[config.mk]
export PLATFORM = sky130hd
export DESIGN_NAME = masked_gpio_buffer_with_change_report
export DESIGN_NICKNAME = d
export VERILOG_FILES = /design/src/rtl/mgpio_pkg.sv /design/src/rtl/masked_gpio_buffer_with_change_report.sv /design/src/rtl/mgpio_step.sv
export SDC_FILE = /design/constraint.sdc
export NUM_CORES = 1
export LEC_CHECK = 0
export BUFFER_PORTS_ARGS = -buffer_cell sky130_fd_sc_hd__buf_2
export CORE_MARGIN = 5
export CORE_UTILIZATION = 52
export CTS_CLUSTER_SIZE = 16
export DETAILED_ROUTE_END_ITERATION = 6
export PLACE_DENSITY = 0.76
export SYNTH_ARGS = -nofsm -noshare
export SYNTH_HDL_FRONTEND = slang
export SYNTH_SLANG_ARGS = --single-unit
[constraint.sdc]
create_clock -name clk -period 2.5 [get_ports clk]
set_input_delay 0.125 -clock clk [delete_from_list [all_inputs] [get_ports clk]]
set_output_delay 0.125 -clock clk [all_outputs]
set_load 0.01 [all_outputs]
[src/rtl/mgpio_pkg.sv]
`default_nettype none
// ----------------------------------------------------------------------------
// mgpio_pkg
// Shared widths, codes and payload types for the masked GPIO buffer.
// ----------------------------------------------------------------------------
package mgpio_pkg;

	localparam int NUM_OUTPUTS  = 20;
	localparam int NUM_INPUTS   = 12;
	localparam int NUM_SWITCHES = 8;

	localparam int CFG_DATA_W  = 20;
	localparam int CFG_INDEX_W = 3;

	// action codes; code 3 is a no-op
	localparam logic [1:0] ACT_SCAN   = 2'd0;
	localparam logic [1:0] ACT_WRITE  = 2'd1;
	localparam logic [1:0] ACT_REPORT = 2'd2;

	// configuration register indexes
	localparam logic [CFG_INDEX_W-1:0] CFG_OUT_WMASK  = 3'd0;
	localparam logic [CFG_INDEX_W-1:0] CFG_IN_RMASK   = 3'd1;
	localparam logic [CFG_INDEX_W-1:0] CFG_SW_ENMASK  = 3'd2;
	localparam logic [CFG_INDEX_W-1:0] CFG_IN_INVERT  = 3'd3;
	localparam logic [CFG_INDEX_W-1:0] CFG_OUT_INVERT = 3'd4;
	localparam logic [CFG_INDEX_W-1:0] CFG_SW_INVERT  = 3'd5;

	localparam logic [NUM_OUTPUTS-1:0] OUT_INVERT_RESET = 20'hE0000;

	typedef struct packed {
		logic [1:0]              action;
		logic [7:0]              pin_id;
		logic [7:0]              bit_value;
		logic [NUM_INPUTS-1:0]   input_pins;
		logic [NUM_SWITCHES-1:0] switch_pins;
	} in_item_t;

	typedef struct packed {
		logic [NUM_OUTPUTS-1:0]  output_pins;
		logic                    input_report;
		logic [NUM_INPUTS-1:0]   input_word;
		logic                    switch_report;
		logic [NUM_SWITCHES-1:0] switch_word;
		logic [NUM_INPUTS-1:0]   input_masked;
		logic [NUM_SWITCHES-1:0] switch_masked;
	} out_item_t;

	typedef struct packed {
		logic [NUM_OUTPUTS-1:0]  output_write_mask;
		logic [NUM_INPUTS-1:0]   input_read_mask;
		logic [NUM_SWITCHES-1:0] switch_enable_mask;
		logic [NUM_INPUTS-1:0]   input_invert;
		logic [NUM_OUTPUTS-1:0]  output_invert;
		logic [NUM_SWITCHES-1:0] switch_invert;
	} cfg_t;

	typedef struct packed {
		logic [NUM_OUTPUTS-1:0]  out_buf;
		logic [NUM_OUTPUTS-1:0]  driven_levels;
		logic [NUM_INPUTS-1:0]   input_store;
		logic [NUM_SWITCHES-1:0] switch_store;
	} gpio_state_t;

endpackage
`default_nettype wire

[src/rtl/masked_gpio_buffer_with_change_report.sv]
`default_nettype none
// ----------------------------------------------------------------------------
// masked_gpio_buffer_with_change_report
// GPIO block: masked output buffer, inverted input sampling, switch reports.
// ----------------------------------------------------------------------------
// Each transfer on the input channel is one action (scan, output bit write,
// forced input report or no-op) and produces exactly one result transfer.
// The block takes one transfer per clock while the output side is not
// stalled: an item lands in the input register, the step logic works it
// against the stored state and the result is loaded into the output register.
// The output register and input register form a two-deep path, so a new
// transfer is taken while a finished result still waits on out_ready.
// Configuration writes (cfg_we/cfg_index/cfg_data) take effect on the next
// edge and must be issued only while no action is in flight; unknown indexes
// are dropped.
// ----------------------------------------------------------------------------
module masked_gpio_buffer_with_change_report import mgpio_pkg::*; (
	input  wire                    clk,
	input  wire                    arst_n,
	input  wire                    cfg_we,
	input  wire [CFG_INDEX_W-1:0]  cfg_index,
	input  wire [CFG_DATA_W-1:0]   cfg_data,
	input  wire                    in_valid,
	output logic                   in_ready,
	input  wire in_item_t          in_data,
	output logic                   out_valid,
	input  wire                    out_ready,
	output out_item_t              out_data
);

	cfg_t        cfg_q;
	gpio_state_t state_q;
	gpio_state_t state_nxt;
	in_item_t    item_s1;
	logic        valid_s1;
	out_item_t   result;
	logic        advance;

	// Stage 1 moves into the result register when that register is free
	// or being drained this cycle.
	assign advance  = valid_s1 && (!out_valid || out_ready);
	assign in_ready = !valid_s1 || advance;

	// configuration registers
	always_ff @(posedge clk or negedge arst_n) begin
		if (!arst_n) begin
			cfg_q.output_write_mask  <= '1;
			cfg_q.input_read_mask    <= '1;
			cfg_q.switch_enable_mask <= '1;
			cfg_q.input_invert       <= '1;
			cfg_q.output_invert      <= OUT_INVERT_RESET;
			cfg_q.switch_invert      <= '0;
		end else if (cfg_we) begin
			case (cfg_index)
				CFG_OUT_WMASK:  cfg_q.output_write_mask  <= cfg_data[NUM_OUTPUTS-1:0];
				CFG_IN_RMASK:   cfg_q.input_read_mask    <= cfg_data[NUM_INPUTS-1:0];
				CFG_SW_ENMASK:  cfg_q.switch_enable_mask <= cfg_data[NUM_SWITCHES-1:0];
				CFG_IN_INVERT:  cfg_q.input_invert       <= cfg_data[NUM_INPUTS-1:0];
				CFG_OUT_INVERT: cfg_q.output_invert      <= cfg_data[NUM_OUTPUTS-1:0];
				CFG_SW_INVERT:  cfg_q.switch_invert      <= cfg_data[NUM_SWITCHES-1:0];
				default: begin
				end
			endcase
		end
	end

	// input register
	always_ff @(posedge clk or negedge arst_n) begin
		if (!arst_n) begin
			valid_s1 <= 1'b0;
		end else if (in_ready) begin
			valid_s1 <= in_valid;
		end
	end

	always_ff @(posedge clk) begin
		if (in_ready && in_valid) begin
			item_s1 <= in_data;
		end
	end

	mgpio_step u_step (
		.item   (item_s1),
		.cfg    (cfg_q),
		.cur    (state_q),
		.nxt    (state_nxt),
		.result (result)
	);

	// GPIO state commits only when the item's result is captured
	always_ff @(posedge clk or negedge arst_n) begin
		if (!arst_n) begin
			state_q.out_buf       <= '0;
			state_q.driven_levels <= OUT_INVERT_RESET;
			state_q.input_store   <= '0;
			state_q.switch_store  <= '0;
		end else if (advance) begin
			state_q <= state_nxt;
		end
	end

	// result register
	always_ff @(posedge clk or negedge arst_n) begin
		if (!arst_n) begin
			out_valid <= 1'b0;
		end else if (advance) begin
			out_valid <= 1'b1;
		end else if (out_ready) begin
			out_valid <= 1'b0;
		end
	end

	always_ff @(posedge clk) begin
		if (advance) begin
			out_data <= result;
		end
	end

endmodule
`default_nettype wire

[src/rtl/mgpio_step.sv]
`default_nettype none
// ----------------------------------------------------------------------------
// mgpio_step
// Next-state and result logic for one action against the current GPIO state.
// ----------------------------------------------------------------------------
module mgpio_step import mgpio_pkg::*; (
	input  wire in_item_t    item,
	input  wire cfg_t        cfg,
	input  wire gpio_state_t cur,
	output gpio_state_t      nxt,
	output out_item_t        result
);

	logic [NUM_INPUTS-1:0]   in_word;
	logic [NUM_SWITCHES-1:0] sw_word;
	logic [NUM_OUTPUTS-1:0]  wr_bit;
	logic                    in_rep;
	logic                    sw_rep;

	always_comb begin
		in_word = (item.input_pins ^ cfg.input_invert);
		sw_word = ~(item.switch_pins ^ cfg.switch_invert);
		wr_bit  = (NUM_OUTPUTS'(1) << item.pin_id) & cfg.output_write_mask;
		nxt     = cur;
		in_rep  = 1'b0;
		sw_rep  = 1'b0;
		case (item.action)
			ACT_SCAN: begin
				in_rep = (in_word != cur.input_store);
				nxt.input_store = in_word;
				nxt.driven_levels = (cur.driven_levels & ~cfg.output_write_mask)
					| ((cur.out_buf ^ cfg.output_invert) & cfg.output_write_mask);
				// switches only move while the enable mask is fully open
				if (&cfg.switch_enable_mask) begin
					sw_rep = (sw_word != cur.switch_store);
					nxt.switch_store = sw_word;
				end
			end
			ACT_WRITE: begin
				if (item.pin_id < 8'(NUM_OUTPUTS)) begin
					if (item.bit_value == 8'd0) begin
						nxt.out_buf = cur.out_buf & ~wr_bit;
					end else begin
						nxt.out_buf = cur.out_buf | wr_bit;
					end
				end
			end
			ACT_REPORT: begin
				nxt.input_store = in_word;
				in_rep = 1'b1;
			end
			default: begin
			end
		endcase

		result.output_pins   = nxt.driven_levels;
		result.input_report  = in_rep;
		result.input_word    = nxt.input_store;
		result.switch_report = sw_rep;
		result.switch_word   = nxt.switch_store;
		result.input_masked  = nxt.input_store & cfg.input_read_mask;
		result.switch_masked = nxt.switch_store & cfg.switch_enable_mask;
	end

endmodule
`default_nettype wire

After elaboration in Yosys (flattened, before gate mapping)
Cells that the tools add are included.
- add/sub/neg operators: 0
- $mul: 0
- divide/modulo/power cells: 0
- order comparisons: 1
- equality and inequality tests: 9
- shift operators: 1
- muxes and demuxes: 8
- bitwise gates (word level): 14
- reductions and logical operators: 20
- operators with widths (kind ; number):
    $and A20 B20 Y20 ; 4
    $mux W20 ; 2
    $not A20 Y20 ; 2
    $or A20 B20 Y20 ; 2
    $shl A1 B8 Y20 const A ; 1
    $xor A20 B20 Y20 ; 1
    $mux W8 ; 2
    $and A12 B12 Y12 ; 1
    $mux W12 ; 1
    $ne A12 B12 Y1 ; 1
    $reduce_and A2 Y1 ; 6
    $xor A12 B12 Y12 ; 1
    $reduce_and A9 Y1 ; 1
    $and A8 B8 Y8 ; 1
    $logic_not A8 Y1 ; 1
    $lt A8 B5 Y1 const B ; 1
    $ne A8 B8 Y1 ; 1
    $not A8 Y8 ; 1
    $reduce_and A8 Y1 ; 1
    $xor A8 B8 Y8 ; 1
    $eq A3 B2 Y1 const B ; 2
    $eq A3 B3 Y1 const B ; 2
    $eq A3 B1 Y1 const B ; 1
    $logic_not A3 Y1 ; 1
    other kinds (11) ; 15
- bits in registers: 242
- bits in latches: 0
- bits in writable memories: 0
- ROM bits: 0
- input bits: 66
- output and inout port bits: 64
- word-level logic and storage cells: 77
- memories kept: 0

Logic depth before layout (Yosys ltp)
Gate-level depths: netlist (run 1).
- depth after elaboration: 5
- depth in mapped cells: 6
- gate-level depth less buffers: 5

Modules after synthesis
From an unflattened synthesis (run 1), not the netlist that was laid out.
- cell total of the unflattened synthesis: 671
- area, all modules: 10447.5 um2
- by module, submodules not included (module ; times used ; cells an instance ; area an instance (um2) ; sequential area each (um2)):
    masked_gpio_buffer_with_change_report ; 1 ; 409 ; 8381.8 ; 6628.9
    mgpio_step ; 1 ; 262 ; 2065.7 ; 0.0

Worst setup path before layout (run 1)
Ideal clock, no wire load.
- path type: register -> register
- from: register out_valid
- to: register state_q[31] (netlist bit)
- library setup time: 0.125 ns
- arrival: 2.267 ns
- required time: 2.375 ns
- path slack: 0.108 ns
- stages on the path, launching flop included: 6
- path buffers: 1
- clock period less this slack: 2.392 ns
- cell sequence: dfrtp_1 -> nand2b_1 -> nand2_1 -> inv_2 -> buf_2 -> mux2_2
- cells in the longest elaborated chain, start to end: 3
- RTL lines (element ; line ; text):
    start, declared ; masked_gpio_buffer_with_change_report.sv:26 ; output logic out_valid,
    start signal, assigned ; masked_gpio_buffer_with_change_report.sv:105 ; out_valid <= 1'b0;
    start signal, assigned ; masked_gpio_buffer_with_change_report.sv:107 ; out_valid <= 1'b1;
    start signal, assigned ; masked_gpio_buffer_with_change_report.sv:109 ; out_valid <= 1'b0;
    $logic_not A1 Y1 ; masked_gpio_buffer_with_change_report.sv:41 ; assign advance = valid_s1 && (!out_valid || out_ready);
    $logic_or A1 B1 Y1 ; masked_gpio_buffer_with_change_report.sv:41 ;
    $logic_and A1 B1 Y1 ; masked_gpio_buffer_with_change_report.sv:41 ;
    net advance ; masked_gpio_buffer_with_change_report.sv:37 ; logic advance;
    end signal, assigned ; masked_gpio_buffer_with_change_report.sv:98 ; state_q <= state_nxt;
    end, declared ; masked_gpio_buffer_with_change_report.sv:32 ; gpio_state_t state_q;
The timed path passes the listed nets, and every way through them passes these cells.
A chain may end at the register's enable or synchronous reset.

==> results of run 1 <==
-- per-stage QoR --
stage               setup slack [ns]  utilization, %
finish                        0.3506           66.28
floorplan                     0.1078               -
global placement              0.5549           58.77
global route                  0.2851           66.28
detailed placement            0.4961           58.77
CTS                           0.4424           66.23
-- layout make-up --
class	instances	area, µm²
inverter	8	31.28
timing repair buffer	208	1423
sequential	242	6629
fill	1369	6370
tap	260	325.3
clock buffer	34	699.4
multi-input combinational	386	3307
clock inverter	12	108.9
-- layer usage --
metal / track usage (%) / up-vias
li1: - / 2838
met1: 27.54 / 3140
met2: 32.81 / 171
met3: 3.798 / 33
met4: 5.217 / 0
met5: 0 / -
-- final timing paths --
| kind | to | slack (ns) | cells after the start |
|---|---|---|---|
| max | register | 0.35 | 5 |
| min | state_q[23] | 0.14 | 2 |
| max reg2reg | register | 0.35 | 5 |
| min reg2reg | state_q[31] | 0.51 | 1 |
| max in group asynchronous | cfg_q[66] | 1.53 | 3 |
| min in group clk | out_valid | 0.15 | 3 |
-- synthesized netlist by cell type, types with 2 or more instances --
| cell type | n | share of area (%) |
|---|---|---|
| nand2_1 | 35 | 1.3 |
| xnor3_1 | 4 | 0.90 |
| and2_1 | 13 | 0.81 |
| nor2b_1 | 3 | 0.19 |
| a21oi_1 | 21 | 1.0 |
| nor4_2 | 2 | 0.25 |
| nor4_1 | 12 | 0.75 |
| a31oi_1 | 21 | 1.3 |
| nor3_1 | 9 | 0.45 |
| nor4bb_1 | 2 | 0.20 |
| clkbuf_1 | 10 | 0.37 |
| edfxtp_1 | 100 | 30 |
| xnor2_1 | 28 | 2.4 |
| inv_1 | 7 | 0.26 |
| or2_4 | 5 | 0.44 |
| a21boi_2 | 5 | 0.56 |
| buf_2 | 8 | 0.40 |
| nor2_1 | 10 | 0.37 |
| o21ai_0 | 18 | 0.90 |
| xor2_1 | 28 | 2.4 |
| nor4b_1 | 3 | 0.26 |
| buf_6 | 3 | 0.34 |
| dfstp_2 | 58 | 15 |
| nand4_1 | 5 | 0.31 |
| or2_2 | 2 | 0.12 |
| dfrtp_1 | 84 | 21 |
| nand2b_1 | 5 | 0.31 |
| mux2_2 | 143 | 16 |
-- worst register-to-register path: cells and delay by family (launching register included) --
kind	cells	cell delay, ns
buffers and inverters	1	0.25
AND/OR/NAND/NOR	3	0.97
multiplexers	1	0.36
flip-flops	1	0.46
-- cell families (layout without fill, tap and decap cells) --
kind of cell | count (synthesis) | count (layout) | share of synthesized area (%)
AND/OR/NAND/NOR | 116 | 116 | 6.930
flip-flops | 242 | 242 | 65.91
buffers and inverters | 30 | 262 | 1.443
XOR/XNOR | 60 | 60 | 5.773
AO/OA/AOI/OAI | 67 | 67 | 3.931
multiplexers | 143 | 143 | 16.01
-- power breakdown --
| part | switching (mW) | leakage [nW] | internal (mW) |
|---|---|---|---|
| logic | 0.957 | 2.04 | 1.12 |
| clock network | 1.47 | 0.401 | 2.16 |
| registers | 0.496 | 2.63 | 5.20 |
-- state kept, by name, indices dropped and copies added, names as in the netlist, named ones only --
signal	flops
cfg_q	80
out_data	62
state_q	40
item_s1	38
out_valid	1
valid_s1	1
-- placed cells by master, fill, tap and decap left out, types with 6 or more instances in the layout --
cell type,instances
nand2_1,35
dlygate4sd3_1,61
edfxtp_1,100
and2_1,12
dfrtp_1,84
mux2_2,143
inv_1,7
clkinv_2,6
o21ai_0,18
a31oi_1,21
buf_2,128
dfstp_2,58
a21oi_1,21
clkbuf_16,25
nor3_1,8
xnor2_1,28
xor2_1,28
buf_4,16
nor2_1,9
nor4_1,12
==> flow_summary.json, run 1 <==
{
  "status": "complete, no violations",
  "path_delay_family": "simple AND/OR/NAND/NOR gates",
  "ctsRootBufferMaster": "clkbuf_16",
  "cp.buffers_inverters": 1,
  "totalWireLength_mm": 21.95,
  "post-dp-hpwl_mm": 14.57,
  "grt_pass1_wl_mm": 35.20,
  "p_total_mw": 11.40,
  "setup_tns_ns": 0,
  "worstSetupPathType": "reg -> reg",
  "detail_route.wirelength.met1_mm": 9.581,
  "path_clk_slew_ns": 0.06,
  "port_buffers": 129,
  "synth_ff_type": "edfxtp_1",
  "grt_max_degree": 62,
  "grt_usage_pct": 19.94,
  "dp.cells": 1043,
  "post_dp_cell_area_mm2": 0.01110,
  "dieArea_mm2": 0.02222,
  "async_flop_share_pct": 58.68,
  "synth_sequential_area_ratio_pct": 65.91,
  "holdWs_ns": 0.1445,
  "max_stage_delay_ns": 0.75,
  "cts_num_sinks": 242,
  "netlist_instances": 658,
  "cts_tree": "done",
  "syn_avg_cell_area_um2": 15.28,
  "finalNonFillerCells": 1150,
  "area_growth_pct": 24.52,
  "rsz0062_at_grt": "false",
  "drt-pass1-iter-count": 5,
  "critPathRequiredTime_ns": 2.90,
  "wl_met3_mm": 1.167,
  "num_vias": 6182,
  "num_rows": 50,
  "drive_gt1_share_pct": 46.07,
  "antenna_found_initial": 0,
  "design_area_mm2": 0.01252,
  "period_minus_slack_ns": 2.149,
  "max_freq_mhz": 465.2,
  "slew_viol_final": 0,
  "hp-class": "in -> async",
  "startpoint_type": "register",
  "antenna_cells": 0,
  "synth_area_mm2": 0.01006,
  "numCtsBuffers": 25,
  "htreeDepth": 1,
  "reg2reg_from": "item_s1[35]",
  "hold_viol_final": 0,
  "maxCapViolCount": 0,
  "cts.repair.resized": 0,
  "cp_data_arrival_time_ns": 2.55,
  "drc": 0,
  "io_pins": 130,
  "syn_nets": 724,
  "clk-insertion-delay-late_ns": 0.52,
  "vdd_drop_max_mv": 0.4879,
  "top_layer": "met4",
  "route.met2.wl_mm": 10.75,
  "grt_pass1_vias": 6534,
  "finalCritPeriodShare_pct": 85.98,
  "overflow": 0,
  "nets": 937,
  "slew-limit-headroom_pct": 44.94,
  "post_cts_buffers": 0,
  "die_w_um": 149.1,
  "ys_ff_latch": 242,
  "final_antenna_net_count": 0,
  "finClkSkew_ns": 0.01044,
  "setup.worst_path.start": "item_s1[35]",
  "coreArea_mm2": 0.01889,
  "wl_per_cell_um": 19.08,
  "worst_pin_slew_ns": 0.8144,
  "setup_viol": 0,
  "via_per_inst": 5.376,
  "p_per_area_mw_per_mm2": 910.0,
  "die_y_um": 149.1,
  "critPathSlowestCell": "nor4b_1",
  "cp-end-kind": "register",
  "ys_warn_count": 0,
  "cts_buffer_depth": 3,
  "initial_utilization_pct": 53.23,
  "path_max_fanout": 4,
  "synth_cell_types": 42,
  "synth_edf_count": 100,
  "critical_path.cell_chain": "nor4b_1 -> buf_4 -> nand2_1 -> nor3_1 -> mux2_2",
  "cts_hold_buf": 60,
  "p_leak_nw": 5.069,
  "drt_iter0_drc": 355,
  "gp_routability_congestion": 0.8609
}
No activity file was read; power rests on OpenSTA's default activity.
==> run 2: changes to the inputs <==
--- a/config.mk
+++ b/config.mk
@@ -7,10 +7,12 @@
 export LEC_CHECK = 0
 export BUFFER_PORTS_ARGS = -buffer_cell sky130_fd_sc_hd__buf_2
 export CORE_MARGIN = 5
-export CORE_UTILIZATION = 52
+export CORE_UTILIZATION = 45
 export CTS_CLUSTER_SIZE = 16
 export DETAILED_ROUTE_END_ITERATION = 6
-export PLACE_DENSITY = 0.76
+export GPL_ROUTABILITY_DRIVEN = 0
+export HOLD_SLACK_MARGIN = 0.12
+export PLACE_DENSITY = 0.67
 export SYNTH_ARGS = -nofsm -noshare
 export SYNTH_HDL_FRONTEND = slang
 export SYNTH_SLANG_ARGS = --single-unit
==> flow_summary.json, run 2 (synthesized netlist as in run 1, its figures left out) <==
{
  "startpoint_type": "primary input",
  "clk-insertion-delay-late_ns": 0.51,
  "timing.rr.end": "state_q[12]",
  "final_antenna_net_count": 0,
  "finalCritPeriodShare_pct": 87.25,
  "p_clk_share_pct": 31.9,
  "grt_max_degree": 61,
  "worstSetupPathType": "in -> reg",
  "p_sw_share_pct": 25.33,
  "rsz0062_at_grt": "false",
  "grt_usage_pct": 17.26,
  "cp-end-kind": "register",
  "cp_data_arrival_time_ns": 2.57,
  "post_cts_buffers": 0,
  "num_vias": 6088,
  "path_max_fanout": 34,
  "hold_viol_final": 0,
  "ctsRootBufferMaster": "clkbuf_16",
  "design_area_mm2": 0.01258,
  "io_pins": 130,
  "setup_viol": 0,
  "num_rows": 54,
  "port_buffers": 129,
  "final_common_cell": "mux2_2",
  "coreArea_mm2": 0.02189,
  "setup_ws_ns": 0.3187,
  "critPathRequiredTime_ns": 2.89,
  "initial_utilization_pct": 45.94,
  "drt_iter0_drc": 346,
  "grt_pass1_vias": 6400,
  "dieArea_mm2": 0.02544,
  "finClkSkew_ns": 0.01178,
  "slew_viol_final": 0,
  "max_stage_delay_ns": 0.56,
  "grt_pass1_wl_mm": 35.74,
  "cts_num_sinks": 242,
  "wl_per_cell_um": 18.91,
  "pwr-share-seq_pct": 50.1,
  "critical_path.cell_chain": "dlygate4sd3_1 -> buf_2 -> nand2b_1 -> nand2_1 -> clkinv_2 -> buf_12 -> mux2_2",
  "totalWireLength_mm": 22.13,
  "worst_pin_slew_ns": 0.6975,
  "largest_registers": "cfg_q x80, out_data x62, state_q x40",
  "htreeDepth": 1,
  "period_minus_slack_ns": 2.181,
  "drc": 0,
  "nets": 938,
  "die_y_um": 159.5,
  "drive_gt1_share_pct": 45.73,
  "rr_worst_depth": 5,
  "top_register": "cfg_q",
  "combPwrFrac_pct": 18.0,
  "preCtsSetupSlack_ns": 0.3260,
  "p_total_mw": 11.37,
  "antenna_found_initial": 0,
  "cts.repair.resized": 0,
  "reg2reg_from": "out_valid",
  "p_sw_mw": 2.879,
  "via_per_inst": 5.203,
  "p_leak_nw": 5.076,
  "max_freq_mhz": 458.4,
  "path_clk_slew_ns": 0.06,
  "die_w_um": 159.5,
  "status": "complete, no violations",
  "cts_tree": "done",
  "drt-pass1-iter-count": 4,
  "p_per_area_mw_per_mm2": 903.9,
  "numCtsBuffers": 25,
  "maxCapViolCount": 0,
  "vdd_drop_max_mv": 0.5051,
  "ff2ff_setup_slack_ns": 0.32,
  "intPower_mw": 8.489,
  "post-dp-hpwl_mm": 15.29,
  "overflow": 0,
  "setup_tns_ns": 0,
  "hp-class": "in -> async",
  "layout_common_cells": "mux2_2, buf_2, edfxtp_1, dfrtp_1, dlygate4sd3_1",
  "critPathSlowestCell": "dlygate4sd3_1",
  "antenna_cells": 0,
  "post_dp_cell_area_mm2": 0.01115,
  "largest_reg_flops": 80,
  "slew-limit-headroom_pct": 52.84,
  "area_growth_pct": 25.06,
  "cts_buffer_depth": 3
}
[run 2: final cells by class]
class	instances	area, µm²
sequential	242	6629
clock inverter	11	100.1
multi-input combinational	386	3307
timing repair buffer	209	1458
clock buffer	34	701.9
tap	280	350.3
fill	1744	9314
inverter	8	31.28
[run 2: power groups by stage]
| stage | Clock [mW] | Sequential (mW) | Combinational [mW] |
|---|---|---|---|
| after global placement | 0 | 5.73 | 1.89 |
| after detailed placement | 0 | 5.76 | 1.99 |
| after global routing | 3.88 | 5.79 | 2.25 |
| after floorplan | 0 | 5.70 | 1.30 |
| final | 3.62 | 5.70 | 2.05 |
| after CTS | 3.71 | 5.70 | 2.07 |
[run 2: critical path, delay by kind of cell]
family / cells / cell delay (ns)
buffers and inverters: 4 / 1.49
muxes: 1 / 0.29
and+or+nand+nor: 2 / 0.65
[run 2: through the flow]
stage	hold slack (ns)	instances	utilization (%)
after floorplan	-0.1706	658	-
after global placement	0.1496	1063	50.95
after detailed placement	0.1515	1063	50.95
after CTS	0.1843	1170	57.45
after global routing	0.2193	1170	57.45
final	0.1714	1170	57.45
[run 2: metal layers]
layer,track usage [%],vias up,part of all wire [%]
met5,0,-,0
met4,4.265,0,1.8
met3,3.236,30,5.0
met2,27.84,157,47
met1,24.34,3056,46
li1,-,2845,-
[run 2: worst max-delay path by stage]
stage,cells past startpoint,endpoint,startpoint
6_report,7,state_q[12],out_ready
5_1_grt,6,state_q[6],out_valid
3_5_place_dp,5,state_q[16],out_valid
4_1_cts,5,state_q[12],out_valid
2_1_floorplan,5,state_q[31],out_valid
3_3_place_gp,5,state_q[19],out_valid
[run 2: repair_timing]
item / in CTS / in global routing
hold buffers: 62 / 0
endpoints found under the setup margin: 0 / 0
hold endpoints to repair: 179 / 0
==> run 3: changes to the inputs <==
--- a/config.mk
+++ b/config.mk
@@ -8,10 +8,11 @@
 export BUFFER_PORTS_ARGS = -buffer_cell sky130_fd_sc_hd__buf_2
 export CORE_MARGIN = 5
 export CORE_UTILIZATION = 45
+export CTS_BUF_LIST = sky130_fd_sc_hd__clkbuf_8
 export CTS_CLUSTER_SIZE = 16
 export DETAILED_ROUTE_END_ITERATION = 6
 export GPL_ROUTABILITY_DRIVEN = 0
-export HOLD_SLACK_MARGIN = 0.12
+export HOLD_SLACK_MARGIN = 0.15
 export PLACE_DENSITY = 0.67
 export SYNTH_ARGS = -nofsm -noshare
 export SYNTH_HDL_FRONTEND = slang
==> flow_summary.json, run 3 (synthesized netlist as in run 1, its figures left out) <==
{
  "final_antenna_net_count": 0,
  "grt_max_degree": 61,
  "ctsRootBufferMaster": "clkbuf_8",
  "largest_reg_flops": 80,
  "coreArea_mm2": 0.02189,
  "setup_ws_ns": 0.3400,
  "critical_path.cell_chain": "nand2b_1 -> nand2_1 -> clkinv_2 -> buf_12 -> mux2_2",
  "layout_common_cells": "mux2_2, buf_2, edfxtp_1, dfrtp_1, dlygate4sd3_1",
  "wl_met3_mm": 1.356,
  "drc": 0,
  "route.met2.wl_mm": 10.75,
  "status": "complete, no violations",
  "preCtsSetupSlack_ns": 0.3260,
  "die_w_um": 159.5,
  "worstSetupPathType": "reg -> reg",
  "vdd_drop_max_mv": 0.3634,
  "finClkSkew_ns": 0.01828,
  "finalCritPeriodShare_pct": 86.40,
  "drt_iter0_drc": 409,
  "setup_tns_ns": 0,
  "dieArea_mm2": 0.02544,
  "finalNonFillerCells": 1204,
  "totalWireLength_mm": 22.72,
  "design_area_mm2": 0.01254,
  "area_growth_pct": 24.71,
  "startpoint_type": "register",
  "critPathRequiredTime_ns": 2.92,
  "max_stage_delay_ns": 0.45,
  "setup_viol": 0,
  "hold_viol_final": 0,
  "slew_viol_final": 0,
  "final_common_cell": "mux2_2",
  "slew-limit-headroom_pct": 53.43,
  "detail_route.wirelength.met1_mm": 10.24,
  "period_minus_slack_ns": 2.160,
  "nets": 957,
  "num_rows": 54,
  "setup.worst_path.start": "out_valid",
  "rsz0062_at_grt": "false",
  "cp-end-kind": "register",
  "die_y_um": 159.5,
  "cts_tree": "done",
  "path_clk_slew_ns": 0.06,
  "path_delay_family": "buffers and inverters",
  "fin_util_pct": 57.29,
  "post-dp-hpwl_mm": 15.29,
  "via_per_inst": 5.183,
  "initial_utilization_pct": 45.94,
  "cts_hold_buf": 64,
  "clk-insertion-delay-late_ns": 0.55,
  "cts_buffer_depth": 3,
  "io_pins": 130,
  "worst_pin_slew_ns": 0.6888,
  "drive_gt1_share_pct": 45.67,
  "grt_usage_pct": 17.79,
  "wl_per_cell_um": 18.87,
  "grt_pass1_vias": 6575,
  "critPathSlowestCell": "clkinv_2",
  "hp-class": "in -> reg",
  "htreeDepth": 2,
  "grt_pass1_wl_mm": 36.49,
  "largest_registers": "cfg_q x80, out_data x62, state_q x40",
  "port_buffers": 129,
  "reg2reg_from": "out_valid",
  "post_dp_cell_area_mm2": 0.01115,
  "drt-pass1-iter-count": 5,
  "cp_data_arrival_time_ns": 2.58,
  "antenna_found_initial": 0,
  "overflow": 0,
  "p_per_area_mw_per_mm2": 872.1,
  "num_vias": 6240,
  "numCtsBuffers": 42,
  "p_leak_nw": 5.159,
  "min_from": "cfg_index[0]",
  "cts.repair.resized": 0,
  "top_layer": "met4",
  "maxCapViolCount": 0,
  "cp.buffers_inverters": 2,
  "max_freq_mhz": 463.0,
  "antenna_cells": 0,
  "cts_num_sinks": 242,
  "post_cts_buffers": 0,
  "top_register": "cfg_q",
  "dp.cells": 1063,
  "path_max_fanout": 34
}
[run 3: final timing paths]
check                              end  slack [ns]  cells after the start
setup / recovery           state_q[19]        0.34                      5
hold / removal               cfg_q[71]        0.24                      5
setup reg to reg           state_q[19]        0.34                      5
hold reg to reg            state_q[25]        0.51                      1
max in group asynchronous   state_q[3]        0.77                      4
min in group asynchronous    cfg_q[14]        0.68                      3
[run 3: area by class of cell]
class	count	area [µm²]
clock buffer	45	619.3
tap	280	350.3
inverter	8	31.28
timing repair buffer	211	1478
sequential	242	6629
clock inverter	32	127.6
fill	1769	9349
multi-input combinational	386	3307
[run 3: worst min-delay path: cells and delay by family]
| family | cells | cell delay, ns |
|---|---|---|
| buffers and inverters | 2 | 0.40 |
| AND/OR/NAND/NOR | 2 | 0.16 |
| AO/OA/AOI/OAI | 1 | 0.06 |
[run 3: routing by layer]
layer,track usage [%],vias up
met4,4.808,0
met1,24.50,3140
met2,28.30,178
met3,4.530,30
met5,0,-
li1,-,2892
[run 3: stage by stage]
step | hold slack (ns) | power [mW]
3_3_place_gp | 0.1496 | 7.618
5_1_grt | 0.2465 | 11.53
3_5_place_dp | 0.1515 | 7.751
6_report | 0.2421 | 10.94
4_1_cts | 0.2164 | 11.05
2_1_floorplan | -0.1706 | 6.999
[run 3: power by group]
group	leakage (nW)	internal (mW)	switching, mW
registers	2.63	5.20	0.501
logic	2.06	1.13	0.922
clock network	0.470	1.65	1.53
total	5.16	7.98	2.96
